<file path="src/hw/rtl/pmp_pkg.sv">
// ----------------------------------------------------------------------------
// pmp_pkg
// Shared widths, constants, stage enables and arithmetic helpers for the
// puck motion prediction step pipeline.
// ----------------------------------------------------------------------------
package pmp_pkg;

  // Field widths; all values are fixed point with 20 fraction bits.
  localparam int POS_W     = 32;
  localparam int ANG_W     = 23;
  localparam int DT_W      = 21;
  localparam int COEF_W    = 27;
  localparam int FRAC_W    = 20;
  localparam int CFG_IDX_W = 2;

  // Half of one output LSB, added before the right shift to round to nearest.
  localparam int RND_HALF = 1 << (FRAC_W - 1);

  // Angle constants in Q20.
  localparam logic signed [ANG_W:0] PI_Q     = 24'sd3294199;
  localparam logic signed [ANG_W:0] TWO_PI_Q = 24'sd6588397;

  // Magnitude of the angle sum before reduction and the matching 2*pi.
  localparam int                MAG_W      = 34;
  localparam logic [MAG_W-1:0]  TWO_PI_MAG = 34'd6588397;

  // Conditional subtract steps done in each reduction stage.
  localparam int RED_STEPS = 4;

  // Configuration register indexes.
  typedef enum logic [CFG_IDX_W-1:0] {
    CFG_DAMPING  = 2'd0,
    CFG_FRICTION = 2'd1
  } cfg_idx_t;

  // Load enables of the last three pipeline stages.
  typedef struct packed {
    logic s3;
    logic s4;
    logic s5;
  } pmp_stage_en_t;

  // Clamp a wide signed value to the signed 32-bit range.
  function automatic logic signed [POS_W-1:0] sat32(input logic signed [63:0] v);
    if (v > 64'sd2147483647) begin
      return 32'sh7FFFFFFF;
    end else if (v < -64'sd2147483648) begin
      return 32'sh80000000;
    end else begin
      return v[POS_W-1:0];
    end
  endfunction

  // Restoring reduction of a magnitude by 2*pi: subtract 2*pi shifted left by
  // top, top-1, ... whenever it fits. Called with constant shift positions.
  function automatic logic [MAG_W-1:0] twopi_reduce(input logic [MAG_W-1:0] m,
                                                    input int unsigned top);
    logic [MAG_W-1:0] v;
    logic [MAG_W-1:0] d;
    v = m;
    for (int i = 0; i < RED_STEPS; i++) begin
      d = TWO_PI_MAG << (top - i);
      if (v >= d) begin
        v = v - d;
      end
    end
    return v;
  endfunction

endpackage

</file>
<file path="src/hw/rtl/pmp_angle_wrap.sv">
// ----------------------------------------------------------------------------
// pmp_angle_wrap
// Three-stage reduction of the advanced angle modulo 2*pi, followed by the
// wrap into [-pi, pi]. The remainder keeps the sign of the unreduced angle.
// ----------------------------------------------------------------------------
module pmp_angle_wrap import pmp_pkg::*; (
  input  logic                    clk,
  input  pmp_stage_en_t           en,
  input  logic [MAG_W-1:0]        a_abs,
  input  logic                    a_neg,
  output logic signed [ANG_W-1:0] angle_o
);

  logic [MAG_W-1:0]        s3_m_r;
  logic                    s3_neg_r;
  logic [MAG_W-1:0]        s4_m_r;
  logic                    s4_neg_r;
  logic [MAG_W-1:0]        m_fin;
  logic signed [ANG_W:0]   r_sgn;
  logic signed [ANG_W:0]   r_nxt;
  logic signed [ANG_W-1:0] angle_r;

  // Stages three and four: four quotient bits each, from the top down.
  always_ff @(posedge clk) begin
    if (en.s3) begin
      s3_m_r   <= twopi_reduce(a_abs, 3 * RED_STEPS - 1);
      s3_neg_r <= a_neg;
    end
    if (en.s4) begin
      s4_m_r   <= twopi_reduce(s3_m_r, 2 * RED_STEPS - 1);
      s4_neg_r <= s3_neg_r;
    end
  end

  // Last four quotient bits, restore the sign, then fold into [-pi, pi].
  always_comb begin
    m_fin = twopi_reduce(s4_m_r, RED_STEPS - 1);
    r_sgn = s4_neg_r ? -$signed({1'b0, m_fin[ANG_W-1:0]})
                     : $signed({1'b0, m_fin[ANG_W-1:0]});
    if (r_sgn > PI_Q) begin
      r_nxt = r_sgn - TWO_PI_Q;
    end else if (r_sgn < -PI_Q) begin
      r_nxt = r_sgn + TWO_PI_Q;
    end else begin
      r_nxt = r_sgn;
    end
  end

  always_ff @(posedge clk) begin
    if (en.s5) begin
      angle_r <= r_nxt[ANG_W-1:0];
    end
  end

  assign angle_o = angle_r;

endmodule

</file>
<file path="config.mk">
export PLATFORM = sky130hd
export DESIGN_NAME = pmp_angle_wrap
export DESIGN_NICKNAME = d
export VERILOG_FILES = /design/src/hw/rtl/pmp_pkg.sv /design/src/hw/rtl/pmp_angle_wrap.sv
export SDC_FILE = /design/constraint.sdc
export NUM_CORES = 1
export LEC_CHECK = 0
export ABC_AREA = 1
export BUFFER_PORTS_ARGS = -buffer_cell sky130_fd_sc_hd__buf_2
export CAP_MARGIN = 0
export CELL_PAD_IN_SITES_DETAIL_PLACEMENT = 1
export CELL_PAD_IN_SITES_GLOBAL_PLACEMENT = 1
export CORE_MARGIN = 5
export CORE_UTILIZATION = 45
export CTS_BUF_LIST = sky130_fd_sc_hd__clkbuf_8 sky130_fd_sc_hd__clkbuf_16
export DETAILED_ROUTE_END_ITERATION = 7
export GPL_TIMING_DRIVEN = 0
export PLACE_DENSITY_LB_ADDON = 0.12
export SYNTH_ARGS = -nofsm -noshare
export SYNTH_HDL_FRONTEND = slang
export SYNTH_SLANG_ARGS = --single-unit
</file>
<file path="constraint.sdc">
create_clock -name clk -period 7.8 [get_ports clk]
set_input_delay 0.39 -clock clk [delete_from_list [all_inputs] [get_ports clk]]
set_output_delay 0.39 -clock clk [all_outputs]
set_load 0.02 [all_outputs]
</file>
---- After elaboration in Yosys (flattened, before gate mapping) ----
Index checks and enable logic that the tools add are counted.
cells by class
  $add $sub $neg .......................... 15
  $mul .................................... 0
  div/mod/pow operators ................... 0
  $lt $le $gt $ge ......................... 14
  equality and inequality tests ........... 0
  shift-type cells ........................ 0
  muxes and demuxes ....................... 21
  bitwise operators ....................... 0
  reduce and logical (&&, ||, !) cells .... 0
operators by type and width
  operator                                                                                count
  34-bit two-way mux                                                                      17
  23-bit two-way mux                                                                      3
  34-bit by 23-bit greater-or-equal comparator with 1-bit output (second input constant)  1
  34-bit by 24-bit greater-or-equal comparator with 1-bit output (second input constant)  1
  34-bit by 25-bit greater-or-equal comparator with 1-bit output (second input constant)  1
  34-bit by 26-bit greater-or-equal comparator with 1-bit output (second input constant)  1
  34-bit by 27-bit greater-or-equal comparator with 1-bit output (second input constant)  1
  34-bit by 28-bit greater-or-equal comparator with 1-bit output (second input constant)  1
  34-bit by 29-bit greater-or-equal comparator with 1-bit output (second input constant)  1
  34-bit by 30-bit greater-or-equal comparator with 1-bit output (second input constant)  1
  34-bit by 31-bit greater-or-equal comparator with 1-bit output (second input constant)  1
  34-bit by 32-bit greater-or-equal comparator with 1-bit output (second input constant)  1
  34-bit by 33-bit greater-or-equal comparator with 1-bit output (second input constant)  1
  34-bit greater-or-equal comparator (second input constant)                              1
  34-bit by 24-bit subtractor with 34-bit output (second input constant)                  1
  34-bit by 25-bit subtractor with 34-bit output (second input constant)                  1
  34-bit by 26-bit subtractor with 34-bit output (second input constant)                  1
  34-bit by 27-bit subtractor with 34-bit output (second input constant)                  1
  34-bit by 28-bit subtractor with 34-bit output (second input constant)                  1
  34-bit by 29-bit subtractor with 34-bit output (second input constant)                  1
  34-bit by 30-bit subtractor with 34-bit output (second input constant)                  1
  34-bit by 31-bit subtractor with 34-bit output (second input constant)                  1
  34-bit by 32-bit subtractor with 34-bit output (second input constant)                  1
  34-bit by 33-bit subtractor with 34-bit output (second input constant)                  1
  8 further kinds                                                                         8
word-level totals
  bits in registers ....................... 93
  bits in latches ......................... 0
  bits in writable memories ............... 0
  ROM bits ................................ 0
  input port bits ......................... 39
  output and inout port bits .............. 23
  memories kept ........................... 0

---- Logic depth before layout (Yosys ltp) ----
  depth in word-level cells ............... 13
  mapped depth ............................ 67
  mapped depth without buffers ............ 65

---- Worst setup path after synthesis ----
OpenSTA, ideal clock, no wires.
  kind .................................... flip-flop to flip-flop
  start ................................... reg s3_m_r[19]
  end ..................................... reg s4_m_r[25] (data pin)
  arrival ................................. 6.626 ns
  setup slack ............................. 0.922 ns
  cell stages (with the launch flop) ...... 49
  buffers on the path ..................... 6
  period minus slack after synthesis ...... 6.878 ns
  cell sequence ........................... edfxtp_1 > or2_1 > nor3_2 > inv_1 > nor2_1 > nand3_1 > nand3_2 > buf_2 > buf_1 > xor2_1 > inv_1 > ha_1 > inv_1 > nand2_1 > nor2_1 > nor2_1 > nor2_1 > nand2_1 > (+13 left out) > o21ai_0 > a211oi_1 > nand2_2 > buf_4 > buf_2 > xor2_1 > ha_1 > inv_1 > nand3_1 > nand2_1 > nand2_1 > o21ai_0 > nand3b_1 > nand3_1 > buf_2 > nand2_1 > nand2_1 > nand2_1
between the ends
  cells in the longest elaborated chain, start to end .. 11
  elaborated cells on any way between the ends .. 15
  classes of those cells .................. 4 x add/sub; 4 x order compare; 7 x mux
ends and longest elaborated chain
  item                                                                                                                                     RTL line                      text
  start: declaration                                                                                                                       pmp_angle_wrap.sv:14          logic [MAG_W-1:0] s3_m_r;
  start signal: assignment                                                                                                                 pmp_angle_wrap.sv:26          s3_m_r <= twopi_reduce(a_abs, 3 * RED_STEPS - 1);
  34-bit by 30-bit subtractor with 34-bit output / 34-bit by 30-bit greater-or-equal comparator with 1-bit output (equally long branches)  pmp_pkg.sv:64, pmp_pkg.sv:63
  34-bit two-way mux *                                                                                                                     pmp_pkg.sv:63                 if (v >= d) begin
  34-bit two-way mux *                                                                                                                     pmp_angle_wrap.sv:29          if (en.s4) begin
  34-bit by 29-bit subtractor with 34-bit output / 34-bit by 29-bit greater-or-equal comparator with 1-bit output (equally long branches)  pmp_pkg.sv:64, pmp_pkg.sv:63
  34-bit two-way mux *                                                                                                                     pmp_pkg.sv:63
  34-bit two-way mux *                                                                                                                     pmp_angle_wrap.sv:29
  34-bit by 28-bit subtractor with 34-bit output / 34-bit by 28-bit greater-or-equal comparator with 1-bit output (equally long branches)  pmp_pkg.sv:64, pmp_pkg.sv:63
  34-bit two-way mux *                                                                                                                     pmp_pkg.sv:63
  34-bit two-way mux *                                                                                                                     pmp_angle_wrap.sv:29
  34-bit by 27-bit subtractor with 34-bit output / 34-bit by 27-bit greater-or-equal comparator with 1-bit output (equally long branches)  pmp_pkg.sv:64, pmp_pkg.sv:63
  34-bit two-way mux *                                                                                                                     pmp_pkg.sv:63
  end signal: assignment                                                                                                                   pmp_angle_wrap.sv:30          s4_m_r <= twopi_reduce(s3_m_r, 2 * RED_STEPS - 1);
  end: declaration                                                                                                                         pmp_angle_wrap.sv:16          logic [MAG_W-1:0] s4_m_r;
Mark *: on every way between the ends. The rest lies on a longest branch, timed or not. The select of a mux whose other input is x is not followed.
A chain may end at the register's enable or synchronous reset.

---- Worst setup path after layout ----
  start ................................... reg s4_m_r[21]
  end ..................................... reg angle_r[12], in the netlist angle_o[12] (data pin)
between the ends
  cells in the longest elaborated chain, start to end .. 13
  elaborated cells on any way between the ends .. 20
  classes of those cells .................. 7 x add/sub; 6 x order compare; 7 x mux
ends and longest elaborated chain
  item                                                                                                                                     RTL line                                    text
  34-bit by 26-bit subtractor with 34-bit output / 34-bit by 26-bit greater-or-equal comparator with 1-bit output (equally long branches)  pmp_pkg.sv:64, pmp_pkg.sv:63
  34-bit two-way mux *                                                                                                                     pmp_pkg.sv:63
  34-bit by 25-bit subtractor with 34-bit output / 34-bit by 25-bit greater-or-equal comparator with 1-bit output (equally long branches)  pmp_pkg.sv:64, pmp_pkg.sv:63
  34-bit two-way mux *                                                                                                                     pmp_pkg.sv:63
  34-bit by 24-bit subtractor with 34-bit output / 34-bit by 24-bit greater-or-equal comparator with 1-bit output (equally long branches)  pmp_pkg.sv:64, pmp_pkg.sv:63
  34-bit two-way mux *                                                                                                                     pmp_pkg.sv:63
  34-bit by 23-bit greater-or-equal comparator with 1-bit output / 23-bit subtractor (equally long branches)                               pmp_pkg.sv:63, pmp_pkg.sv:64
  23-bit two-way mux *                                                                                                                     pmp_pkg.sv:63
  23-bit negation with 24-bit output                                                                                                       pmp_angle_wrap.sv:38                        r_sgn = s4_neg_r ? -$signed({1'b0, m_fin[ANG_W-1:0]})
  24-bit two-way mux *                                                                                                                     pmp_angle_wrap.sv:38
  23-bit by 22-bit adder with 23-bit output / 24-bit by 23-bit less-than comparator with 1-bit output (equally long branches)              pmp_angle_wrap.sv:43, pmp_angle_wrap.sv:42
  23-bit two-way mux                                                                                                                       pmp_angle_wrap.sv:42                        end else if (r_sgn < -PI_Q) begin
  23-bit two-way mux *                                                                                                                     pmp_angle_wrap.sv:40                        if (r_sgn > PI_Q) begin
  via r_nxt[12]                                                                                                                            pmp_angle_wrap.sv:20                        logic signed [ANG_W:0] r_nxt;
  end signal: assignment                                                                                                                   pmp_angle_wrap.sv:51                        angle_r <= r_nxt[ANG_W-1:0];
  end: declaration                                                                                                                         pmp_angle_wrap.sv:21                        logic signed [ANG_W-1:0] angle_r;
The timed path passes the listed nets; every way through them passes the cells marked *.

==> impl_results.md <==
- Slew Viols, Final: 0
- Achievable Freq: 121 MHz
- Final Hold Fails: 0
- Worst Path Arrival: 8390 ps
- Syn-to-layout area delta: 28.9%
- Final Routed Wirelength: 84600 um
- Number of synthesized register bits: 93
- Die area: 43700 um^2
- Sequential share of the synthesized area: 15.6%
- Finished Core Util: 58.3%
- Row cnt: 73
- Max Cap Viol: 0
- Synthesized net count: 3300
- CTS Buf Count: 9
- Worst slew pin tran: 856 ps
- Diode count: 0
- Die height: 209 um
- Yosys Warn Count: 0
- Post-route clock period utilization: 106%
- Die width: 209 um
- Via count: 24.1k
- Top cell by count, worst path: nand2_1
- Worst min-delay path class: primary input to flip-flop
- CTS root buffer: clkbuf_16
- Synth unique cells: 58
- Global-route wire length before repair: 111000 um
- Min Tclk post-route: 8250 ps
- Final Hold Slack: 191 ps
- HPWL after detailed placement: 55400 um
- Sink Count: 93
- Max Buffers Root-to-Sink: 2
- Status: complete, but fails checks
- Final worst slack: -453 ps
- Initial DRT Pass Iterations: 6
- Buffers on Ports: 61
- Setup CP Type: flip-flop to flip-flop
- Htree depth: 3
- Cell Area, Synth: 17800 um^2
- CTS clk-pin slew, worst paths: 80 ps
- Cells after synthesis: 3244
- Initial core utilization: 45.2%
- Core ar.: 39500 um^2
- Initial antenna violation count: 0
- Later-pin clock latency in the skew report: 390 ps
- GRT Util Overall: 30.2%
- Vias in the first global route: 22.3k
- Failing checks: setup timing
- Post-route ant nets: 0
- Syn_area_per_cell: 5.50 um^2
- # setup viols final: 24
- Commonest non-fill, non-tap cell in the layout: nand2_1
- Initial DRC Count: 2064
- CP max stage cell: edfxtp_1
- Largest net degree at the start of global routing: 36
- Worst setup EP type: flip-flop
- DRC viols: 0
- Worst EP required: 7940 ps
- RSZ-0062 raised after global routing: true
- Worst-path maximum fanout: 8
- CTS tree: done
- Final weighted congestion in routability-driven placement: 0.965
- Gr ovfl total: 0
- FILL cells: 5621
- Vias per Instance: 5.91
- Most frequent cells in the layout: nand2_1, inv_1, nand3_1
- Share of cells above drive strength 1: 24.2%
- Final nets: 3597
- Ports: 62
- Startpoint Class: flip-flop
- Worst rel slew slack: 43.0%
- WL per Instance: 20.8 um
- Setup Skew: 21.1 ps
- Worst path max stage delay: 490 ps
what timing repair did:
action	4_1_cts	5_1_grt
cloned	2	9
pin swaps	34	137
hold buffers	0	0
setup endpoints to repair	69	79
resized for setup	158	398
buffers inserted	65	149
synthesized netlist by cell type (all sizes together):
| cell | instances | area, um^2 |
|---|---|---|
| nor3 | 43 | 225 |
| a22oi | 1 | 7.51 |
| o31ai | 3 | 22.5 |
| o21a | 4 | 30.0 |
| o21ai | 134 | 693 |
| a21boi | 6 | 45.0 |
| o211ai | 5 | 37.5 |
| clkinv | 2 | 8.75 |
| a211oi | 5 | 37.5 |
| nand3b | 22 | 165 |
| o22ai | 2 | 12.5 |
| nor4 | 16 | 100 |
| inv | 444 | 1670 |
| a31o | 1 | 8.76 |
| a311oi | 1 | 8.76 |
| o41ai | 1 | 8.76 |
| o2111ai | 2 | 17.5 |
| nand4 | 74 | 463 |
| ha | 17 | 213 |
| clkbuf | 7 | 26.3 |
| or2 | 12 | 75.1 |
| and2 | 6 | 37.5 |
| a21oi | 77 | 408 |
| nor2 | 391 | 1610 |
| a21o | 2 | 15.0 |
| nand2 | 1232 | 4850 |
| buf | 46 | 348 |
| xor2 | 202 | 1780 |
| o21bai | 2 | 15.0 |
| mux2i | 1 | 10.0 |
| a31oi | 7 | 43.8 |
| xnor2 | 23 | 201 |
| o2bb2ai | 1 | 8.76 |
| edfxtp | 93 | 2790 |
| nor3b | 2 | 15.0 |
| nand3 | 357 | 1850 |
stage by stage:
step                      instances  area (um^2)  setup WS (ps)  TNS, ps
after CTS                      3913        20300           2.58        0
after global placement         3830        18800          -1150   -50900
after detailed placement       3830        18800          -1510   -76080
final                          4071        23000           -453    -8630
after floorplan                3244        17800            922        0
after global routing           4071        23000           -674   -25900
worst max-delay path, delay by kind of cell (launching register included):
kind | cells | cell delay (ps)
adder cells (fa/ha/maj) | 1 | 210
AND/OR/NAND/NOR | 44 | 5660
buffers and inverters | 8 | 1100
flip-flops | 1 | 490
AO/OA/AOI/OAI | 2 | 320
XOR/XNOR | 1 | 180
state kept, by name, indices dropped and copies added, names as in the netlist:
| signal | flops |
|---|---|
| angle_o | 23 |
| s3_neg_r | 1 |
| s4_neg_r | 1 |
| s4_m_r | 34 |
| s3_m_r | 34 |
path summary, 6_finish.rpt:
path         slack (ps)  cells after the start               endpoint                  from
min                 190                      1    s3_m_r[4]$_DFFE_PP_              a_abs[4]
max                -450                     56  angle_o[12]$_DFFE_PP_  s4_m_r[21]$_DFFE_PP_
min reg2reg         440                      0     s4_neg_r$_DFFE_PP_    s3_neg_r$_DFFE_PP_
max reg2reg        -450                     56  angle_o[12]$_DFFE_PP_  s4_m_r[21]$_DFFE_PP_
metal layers:
metal | vias up | wire [um] | global-route usage (%)
li1 | 10900 | - | -
met1 | 11800 | 34400 | 39.6
met2 | 1022 | 41400 | 53.0
met3 | 305 | 5060 | 2.67
met4 | 0 | 3810 | 8.78
met5 | - | 0 | 0
logic make-up after synthesis:
family                   after synthesis  synth area share [%]
AND/OR/NAND/NOR                     2155                  52.6
adder cells (fa/ha/maj)               17                  1.19
XOR/XNOR                             225                  11.1
multiplexers                           1                0.0561
buffers and inverters                499                  11.5
flip-flops                            93                  15.6
AO/OA/AOI/OAI                        254                  7.96
layout make-up:
type / instances / area (um^2) / share of cell area, %
multi-input cells: 2654 / 14900 / 64.7
flip-flops and latches: 93 / 2790 / 12.1
repair buffers: 283 / 2130 / 9.25
inverters: 446 / 1720 / 7.47
well taps: 525 / 657 / 2.86
plain buffers: 53 / 505 / 2.20
clock buffers: 9 / 225 / 0.979
clock inverters: 7 / 78.8 / 0.343
repair inverters: 1 / 7.51 / 0.0326
Power is not shown: default switching activity piles up to over one toggle a cycle in this logic, so the estimate is an artifact.
